$ cat config.mk
export PLATFORM = sky130hd
export DESIGN_NAME = descending_two_way_merge
export DESIGN_NICKNAME = d
export VERILOG_FILES = /design/src/sv/dtwm_pkg.sv /design/src/sv/descending_two_way_merge.sv /design/src/sv/dtwm_ram.sv
export SDC_FILE = /design/constraint.sdc
export NUM_CORES = 2
export LEC_CHECK = 0
export ABC_AREA = 0
export ABC_CLOCK_PERIOD_IN_PS = 7750
export BUFFER_PORTS_ARGS = -buffer_cell sky130_fd_sc_hd__buf_4
export CAP_MARGIN = 40
export CORE_MARGIN = 4
export CORE_UTILIZATION = 46
export CTS_CLUSTER_DIAMETER = 150
export DETAILED_ROUTE_END_ITERATION = 10
export SKIP_CTS_REPAIR_TIMING = 1
export SLEW_MARGIN = 20
export SYNTH_ARGS = -nofsm -noshare
export SYNTH_HDL_FRONTEND = slang
export SYNTH_SLANG_ARGS = --single-unit
$ cat constraint.sdc
create_clock -name clock -period 7.75 [get_ports clock]
set_clock_uncertainty 0.15 [all_clocks]
set_input_delay 0 -clock clock [delete_from_list [all_inputs] [get_ports clock]]
set_output_delay 0 -clock clock [all_outputs]
set_load 0.01 [all_outputs]
$ cat src/sv/dtwm_pkg.sv
package dtwm_pkg;

   localparam int LIST_DEPTH = 16;
   localparam int LIST_AW    = (LIST_DEPTH > 1) ? $clog2(LIST_DEPTH) : 1;
   localparam int LIST_CW    = $clog2(LIST_DEPTH + 1);
   localparam int WORD_W     = 32;
   localparam int MODE_W     = 2;

   localparam logic [MODE_W-1:0] MODE_LOAD_A = 2'd0;
   localparam logic [MODE_W-1:0] MODE_LOAD_B = 2'd1;
   localparam logic [MODE_W-1:0] MODE_MERGE  = 2'd2;

   typedef logic [WORD_W-1:0]  word_type;
   typedef logic [LIST_CW-1:0] count_type;
   typedef logic [LIST_AW-1:0] addr_type;

endpackage

$ cat src/sv/descending_two_way_merge.sv
// descending two-way merge of two signed word lists
// request channel (req_): tuser carries the mode, tdata the signed word.
//    mode load A / load B appends the word to that list (dropped when full),
//    mode merge emits every loaded word as one descending run, list A first
//    on ties; an unused mode is ignored.
// result channel (rsp_): tdata is the merged word, tlast marks the final one.
// loads produce no result.
// a merge with n loaded words holds req_tready low and emits one word per
//    cycle while rsp_tready allows, the first once the request has passed
//    state and output register; with nothing loaded a merge emits nothing.
// the pace is set by the two list memories, one read port each, whose
//    registered read returns the next head word every cycle.
// the result sits in an output register; when the receiver stalls, the
//    merge halts with it and resumes when rsp_tready returns. loads are
//    accepted while the final word still waits to be taken.
// reset clears both counts, the merge state and the output valid flag;
//    list contents are not cleared and only written entries are ever picked.
module descending_two_way_merge
   import dtwm_pkg::*;
(
   input  logic                     clock,
   input  logic                     reset,
   input  logic                     req_tvalid,
   output logic                     req_tready,
   input  logic signed [WORD_W-1:0] req_tdata,  // value
   input  logic [MODE_W-1:0]        req_tuser,  // mode
   output logic                     rsp_tvalid,
   input  logic                     rsp_tready,
   output logic signed [WORD_W-1:0] rsp_tdata,  // merged_value
   output logic                     rsp_tlast
);

   localparam logic ST_IDLE  = 1'b0;
   localparam logic ST_MERGE = 1'b1;

   logic      state_ff, state_in;
   count_type count_a_ff, count_a_in, count_b_ff, count_b_in;
   count_type ia_ff, ia_in, ib_ff, ib_in;
   logic      rsp_valid_ff, rsp_valid_in;
   word_type  rsp_data_ff, rsp_data_in;
   logic      rsp_last_ff, rsp_last_in;

   word_type  a_rd, b_rd, pick;
   logic      req_fire, load_a, load_b;
   logic      a_left, b_left, take_a, last_pick, advance;
   count_type ia_step, ib_step;

   dtwm_ram #(.WIDTH(WORD_W), .DEPTH(LIST_DEPTH)) u_ram_a (
      .clock   (clock),
      .wr_en   (load_a),
      .wr_addr (count_a_ff[LIST_AW-1:0]),
      .wr_data (word_type'(req_tdata)),
      .rd_addr (ia_in[LIST_AW-1:0]),
      .rd_data (a_rd)
   );

   dtwm_ram #(.WIDTH(WORD_W), .DEPTH(LIST_DEPTH)) u_ram_b (
      .clock   (clock),
      .wr_en   (load_b),
      .wr_addr (count_b_ff[LIST_AW-1:0]),
      .wr_data (word_type'(req_tdata)),
      .rd_addr (ib_in[LIST_AW-1:0]),
      .rd_data (b_rd)
   );

   always_comb begin
      req_tready = (state_ff == ST_IDLE);
      req_fire   = req_tvalid && req_tready;
      load_a     = req_fire && (req_tuser == MODE_LOAD_A) &&
                   (count_a_ff < count_type'(LIST_DEPTH));
      load_b     = req_fire && (req_tuser == MODE_LOAD_B) &&
                   (count_b_ff < count_type'(LIST_DEPTH));

      a_left    = (ia_ff < count_a_ff);
      b_left    = (ib_ff < count_b_ff);
      take_a    = a_left && (!b_left || ($signed(a_rd) >= $signed(b_rd)));
      pick      = take_a ? a_rd : b_rd;
      ia_step   = ia_ff + count_type'(take_a);
      ib_step   = ib_ff + count_type'(!take_a);
      last_pick = (ia_step == count_a_ff) && (ib_step == count_b_ff);
      advance   = (state_ff == ST_MERGE) && (!rsp_valid_ff || rsp_tready);

      state_in     = state_ff;
      count_a_in   = count_a_ff;
      count_b_in   = count_b_ff;
      ia_in        = ia_ff;
      ib_in        = ib_ff;
      rsp_valid_in = rsp_valid_ff;
      rsp_data_in  = rsp_data_ff;
      rsp_last_in  = rsp_last_ff;

      if (load_a) begin
         count_a_in = count_a_ff + count_type'(1);
      end
      if (load_b) begin
         count_b_in = count_b_ff + count_type'(1);
      end
      if (req_fire && (req_tuser == MODE_MERGE) &&
          ((count_a_ff != '0) || (count_b_ff != '0))) begin
         state_in = ST_MERGE;
      end

      if (advance) begin
         ia_in        = ia_step;
         ib_in        = ib_step;
         rsp_valid_in = 1'b1;
         rsp_data_in  = pick;
         rsp_last_in  = last_pick;
         if (last_pick) begin
            state_in   = ST_IDLE;
            ia_in      = '0;
            ib_in      = '0;
            count_a_in = '0;
            count_b_in = '0;
         end
      end else if (rsp_tready) begin
         rsp_valid_in = 1'b0;
      end
   end

   always_ff @(posedge clock) begin
      if (reset) begin
         state_ff     <= ST_IDLE;
         count_a_ff   <= '0;
         count_b_ff   <= '0;
         ia_ff        <= '0;
         ib_ff        <= '0;
         rsp_valid_ff <= 1'b0;
      end else begin
         state_ff     <= state_in;
         count_a_ff   <= count_a_in;
         count_b_ff   <= count_b_in;
         ia_ff        <= ia_in;
         ib_ff        <= ib_in;
         rsp_valid_ff <= rsp_valid_in;
      end
      rsp_data_ff <= rsp_data_in;
      rsp_last_ff <= rsp_last_in;
   end

   assign rsp_tvalid = rsp_valid_ff;
   assign rsp_tdata  = $signed(rsp_data_ff);
   assign rsp_tlast  = rsp_last_ff;

endmodule

$ cat src/sv/dtwm_ram.sv
module dtwm_ram #(
   parameter int WIDTH = 32,
   parameter int DEPTH = 16
) (
   input  logic                                      clock,
   input  logic                                      wr_en,
   input  logic [((DEPTH > 1) ? $clog2(DEPTH) : 1)-1:0] wr_addr,
   input  logic [WIDTH-1:0]                          wr_data,
   input  logic [((DEPTH > 1) ? $clog2(DEPTH) : 1)-1:0] rd_addr,
   output logic [WIDTH-1:0]                          rd_data
);

   logic [WIDTH-1:0] mem [DEPTH];

   always_ff @(posedge clock) begin
      if (wr_en) begin
         mem[wr_addr] <= wr_data;
      end
      rd_data <= mem[rd_addr];
   end

endmodule

* Yosys cells after proc, flatten, opt, wreduce, memory -nomap -nowiden *
Memory sizes are Yosys's and may differ from the RTL's. A register that Yosys moved wholly into a read port is not among the register bits.
Cells that the tools add are included.

word-level totals
  flip-flop bits (word level) = 55
  bits in writable memories = 1024
  output and inout bits = 35
  word-level logic and storage cells = 66
  memories kept = 2

memory list
  memory       depth  bits a word  read ports  clocked after Yosys merged registers in  wr ports  line            text
  u_ram_a.mem  16     32           1           1                                        1         dtwm_ram.sv:13  logic [WIDTH-1:0] mem [DEPTH];
  u_ram_b.mem  16     32           1           1                                        1         dtwm_ram.sv:13

operators by class
  add/sub/neg operators = 4
  order comparisons = 5
  equality and inequality tests = 4
  multiplexer cells = 20
  bitwise gates (word level) = 1
  reduce and logical (&&, ||, !) cells = 20

operators with widths
  operator             number
  $mux 5               8
  $ge 32x32->1         1
  $mux 32              1
  $add 5x1->5          2
  $add 5x1->5 const B  2
  $eq 5x5->1           2
  $logic_and 1x1->1    10
  $lt 5x5->1           2
  $lt 5x5->1 const B   2
  $reduce_bool 5->1    2
  $mux 1               9
  $mux 4               2
  $logic_not 1->1      3
  $logic_or 1x1->1     3
  $eq 2x1->1 const B   1
  $eq 2x2->1 const B   1
  $logic_not 2->1      1
  $reduce_bool 2->1    1
  $not 1->1            1

* Longest topological paths before layout *
  depth in word-level cells = 10
  mapped depth = 25
  depth with buffers taken out = 21

* Hierarchy *
From an unflattened synthesis, not the netlist that was laid out.

second synthesis, totals
  cells, all modules = 2045
  area total of the unflattened synthesis = 43509.2 µm²

modules (own cells, without submodules)
  module                    times used  cells each  area each (µm²)  seq. area each (µm²)
  dtwm_ram                  2           838         19854.0          16015.4
  descending_two_way_merge  1           369         3801.1           1431.4

* Least setup slack after synthesis *
Ideal clock, no wire load.

  path type = register to register
  start point = reg count_b_ff[2]
  end point = reg u_ram_b.rd_data[10] (read register of u_ram_b.mem)
  setup time = 120 ps
  data arrival time = 4579 ps
  data required time = 7480 ps
  setup slack = 2901 ps
  cell stages (with the launch flop) = 23
  path buffers = 5
  path through = dfxtp_1 -> clkbuf_1 -> inv_1 -> ha_1 -> a211oi_1 -> o21ai_0 -> o31ai_1 -> a21o_1 -> clkbuf_1 -> buf_2 -> inv_1 -> ha_1 -> ha_1 -> xor2_1 -> nor4_2 -> and3_1 -> buf_2 -> nand2_4 -> o21ai_2 -> buf_2 -> mux2i_1 -> a211oi_1 -> a211o_1

on the way
  longest elaborated chain between the ends = 10

RTL lines
  item                    line                             text
  from (decl)             descending_two_way_merge.sv:37   count_type count_a_ff, count_a_in, count_b_ff, count_b_in;
  from (signal assigned)  descending_two_way_merge.sv:132  count_b_ff <= count_b_in;
  $lt 5x5->1              descending_two_way_merge.sv:75   b_left = (ib_ff < count_b_ff);
  $logic_not 1->1         descending_two_way_merge.sv:76   take_a = a_left && (!b_left || ($signed(a_rd) >= $signed(b_rd)));
  $logic_or 1x1->1        descending_two_way_merge.sv:76
  $logic_and 1x1->1       descending_two_way_merge.sv:76
  $logic_not 1->1         descending_two_way_merge.sv:79   ib_step = ib_ff + count_type'(!take_a);
  $add 5x1->5             descending_two_way_merge.sv:79
  $eq 5x5->1              descending_two_way_merge.sv:80   last_pick = (ia_step == count_a_ff) && (ib_step == count_b_ff);
  $logic_and 1x1->1       descending_two_way_merge.sv:80
  $mux 5 (*)              descending_two_way_merge.sv:109  if (last_pick) begin
  $mux 4 (*)              descending_two_way_merge.sv:103  if (advance) begin
  to (decl)               dtwm_ram.sv:10                   output logic [WIDTH-1:0] rd_data

Every way passes the cells marked *; elsewhere a longest branch is shown, timed or not.
A chain may end at the register's enable or synchronous reset.

* Worst setup path in the final report *
  start point = reg u_ram_b.rd_data[13] (read register of u_ram_b.mem)
  end point = reg u_ram_a.rd_data[10] (read register of u_ram_a.mem)

on the way
  longest elaborated chain between the ends = 9

RTL lines
  item                   line
  $ge 32x32->1 (*)       descending_two_way_merge.sv:76
  $logic_or 1x1->1 (*)   descending_two_way_merge.sv:76
  $logic_and 1x1->1 (*)  descending_two_way_merge.sv:76
  $logic_not 1->1        descending_two_way_merge.sv:79
  $add 5x1->5            descending_two_way_merge.sv:79
  $eq 5x5->1             descending_two_way_merge.sv:80
  $logic_and 1x1->1      descending_two_way_merge.sv:80
  $mux 5 (*)             descending_two_way_merge.sv:109
  $mux 4 (*)             descending_two_way_merge.sv:103
  to (decl)              dtwm_ram.sv:10

Marked as above.

==> impl_metrics.py <==
metrics = {
    "status": {
        "run_status": "complete, no violations",
    },
    "timing": {
        "layout_setup_ws_ns": 1.029,
        "slew_violations": 0,
        "fmax_mhz": 148.8,
        "setup_viol": 0,
        "tightest_slew_ns": 0.8727,
        "finalCritPeriodShare_pct": 86.72,
        "finalHoldViolCount": 0,
        "setup_tns_ns": 0,
        "finalCriticalPeriod_ns": 6.721,
        "whs_ns": 0.1162,
        "max_slew_margin_pct": 41.68,
        "rsz0062_at_grt": "false",
    },
    "placement": {
        "dp.cells": 4037,
        "place_ws_ns": 1.040,
        "place.port_buffers": 72,
        "gp_congestion": 0.8294,
        "place_area_um2": 46770,
        "dp_hpwl_um": 64140,
    },
    "critical_path": {
        "cp-end-kind": "register",
        "reg2reg_from": "u_ram_b.rd_data[13]",
        "slowest_delay_ns": 0.76,
        "cp_cell_sequence": "inv_1, ha_1, nand4_1, nor4_1, a21oi_1, o21ai_0, inv_1, and3_1, a21o_2, ha_1, ha_1, o21ba_2, a221oi_2, o21ai_0, nor2_4, a2bb2oi_1, nand2_1, buf_4, o311ai_1",
        "start_kind": "register",
        "slowest_stage": "o311ai_1",
        "worst-r2r-cell-count": 19,
        "cpMostUsedCell": "ha_1",
        "cp.required_ns": 8.10,
        "ff2ff_setup_slack_ns": 1.03,
        "critPathArrivalTime_ns": 7.07,
        "critPathBufInv": 3,
        "r2r-end": "u_ram_a.rd_data[10]",
        "critPathMaxFanout": 24,
        "crit_family": "compound AO/OA/AOI/OAI gates",
        "path_class": "reg2reg",
    },
    "min_path": {
        "hold_end": "ib_ff[3]",
        "hold_start": "reset",
        "whs_path_depth": 3,
        "hp-class": "in2reg",
    },
    "global_route": {
        "grt_max_degree": 79,
        "grt_pass1_vias": 26280,
        "gr-usage-all-layers_pct": 22.75,
        "grt_pass1_wl_um": 173100,
        "antenna_found_initial": 3,
        "grt_overflow": 0,
    },
    "synth": {
        "synth_edf_count": 1057,
        "synth_area_leaders": "edfxtp_1 (72%), dfxtp_1 (3.9%), nand3_1 (1.9%)",
        "synth_flop_cell": "edfxtp_1",
        "synth.avg_cell_area_um2": 15.74,
        "synth_area_um2": 44300,
        "ys_warn_count": 0,
        "ys_async_sr_fraction_pct": 0,
        "synth_top_area_share_pct": 71.65,
        "syn-num-nets": 2904,
        "ys_ff_latch": 1143,
        "yosysTopAreaCell": "edfxtp_1",
        "syn-instance-count": 2814,
        "synth_cell_type_count": 71,
        "synth-seq-area-share_pct": 75.54,
    },
    "die": {
        "boundaryPins": 73,
        "start_util_pct": 46.49,
        "die_height_um": 318.3,
        "rows": 113,
        "fp.coreArea_um2": 95290,
        "die_area_um2": 101300,
        "die_w_um": 318.3,
    },
    "routing": {
        "wire_per_inst_um": 27.60,
        "drtIter0Drc": 2763,
        "viasPerCell": 6.142,
        "drcViolationCount": 0,
        "firstDrtPassIters": 6,
        "wirelength_um": 118300,
        "vias": 26340,
        "ant_nets": 0,
    },
    "clocking": {
        "cts-root-buf": "clkbuf_16",
        "cts_tree": "built",
        "numCtsBuffers": 113,
        "ctsHtreeMaxLevel": 3,
        "cts.clk_slew.worst_paths_ns": 0.06,
        "clk_latency_ns": 0.69,
        "cts_buffer_depth": 3,
        "clkSinkCount": 1143,
    },
    "final_layout": {
        "n_fill_cell": 7699,
        "seqCellArea_um2": 33460,
        "num-nets-final": 3018,
        "drive_above_1_share_pct": 16.49,
        "areaGrowthSynthToFinish_pct": 14.35,
        "post-route-util_pct": 53.15,
        "finalInstanceArea_um2": 50650,
        "multiInputGateArea_um2": 10210,
        "layout_commonest_cell": "edfxtp_1",
        "layout.cells.non_filler": 4288,
        "final_cell_mix": "edfxtp_1 (1057), nand2_1 (216), nand3_1 (164), buf_4 (136), clkbuf_16 (115)",
    },
    "job": {
        "drv_cap": 0,
    },
    "pwr": {
        "leakage_nw": 16.63,
        "peakVddDrop_mv": 0.1978,
        "power_density_nw_per_um2": 243.9,
        "power.total_mw": 12.35,
    },
}
power breakdown:
part           internal, mW  switching (mW)  leakage [nW]
logic                 0.134           0.280          4.72
registers              6.78          0.0237          10.2
clock network          2.92            2.22          1.68
how the worst max path moves through the flow:
| stage | startpoint | to | cells past startpoint |
|---|---|---|---|
| after floorplan | count_b_ff[2] | u_ram_b.rd_data[10] | 22 |
| after global placement | u_ram_b.rd_data[30] | u_ram_a.rd_data[10] | 19 |
| after detailed placement | u_ram_b.rd_data[5] | u_ram_a.rd_data[10] | 19 |
| after CTS | u_ram_b.rd_data[15] | u_ram_a.rd_data[10] | 19 |
| after global routing | u_ram_b.rd_data[15] | u_ram_a.rd_data[10] | 19 |
| final | u_ram_b.rd_data[13] | u_ram_a.rd_data[10] | 19 |
cells by family (layout without fill, tap and decap cells):
kind of cell               Yosys count  after routing  synth area share (%)
DFF                               1143           1143                 75.54
AOI/OAI and AO/OA                  722            722                 12.57
and+or+nand+nor                    530            530                 5.344
buffers and inverters              245            451                 2.291
other                                0              3                     0
xor gates and xnor gates            22             22                0.4350
adders and majority gates           52             52                 1.469
muxes                              100            100                 2.356
state kept, by name (all words and copies together), names as in the netlist:
register	cells
ib_ff	5
rsp_tvalid	1
rsp_tdata	32
count_b_ff	5
u_ram_a.rd_data	32
u_ram_b.mem	512
state_ff	1
u_ram_b.rd_data	32
ia_ff	5
u_ram_a.mem	512
rsp_tlast	1
count_a_ff	5
cell usage after synthesis, types with 32 or more instances:
cell,count
buf_2,55
a21oi_1,52
o22ai_1,99
mux2i_1,66
a21o_1,83
ha_1,52
nand2_1,218
o21ai_0,74
a211oi_1,36
o221ai_1,35
nand3_1,164
mux2_2,34
clkbuf_1,124
o32ai_1,63
o221a_2,65
edfxtp_1,1057
inv_1,50
nor2_1,89
a211o_1,32
o22a_1,32
dfxtp_1,86
area by class of cell:
class | instances | share of cell area, %
Timing Repair Buffer | 193 | 3.414
Antenna cell | 3 | 0.01482
Clock inverter | 45 | 0.7040
Sequential cell | 1143 | 66.06
Clock buffer | 162 | 6.148
Tap cell | 1265 | 3.125
Multi-Input combinational cell | 1426 | 20.15
Inverter | 51 | 0.3779
metal layers:
| layer | wire length [µm] | part of all wire, % | global-route usage (%) |
|---|---|---|---|
| met1 | 49890 | 42 | 31.41 |
| met2 | 57410 | 49 | 37.82 |
| met3 | 8179 | 6.9 | 3.807 |
| met4 | 2868 | 2.4 | 5.873 |
| met5 | 0 | 0 | 0 |
worst reg2reg max path, cell delays in order, from the launching register on:
cell and delay (ns):
dfxtp_1 0.34, inv_1 0.05, ha_1 0.29, nand4_1 0.14
nor4_1 0.71, a21oi_1 0.23, o21ai_0 0.19, inv_1 0.06
and3_1 0.17, a21o_2 0.23, ha_1 0.21, ha_1 0.37
o21ba_2 0.28, a221oi_2 0.41, o21ai_0 0.39, nor2_4 0.30
a2bb2oi_1 0.38, nand2_1 0.43, buf_4 0.44, o311ai_1 0.77
No activity file was read; power rests on OpenSTA's default activity.
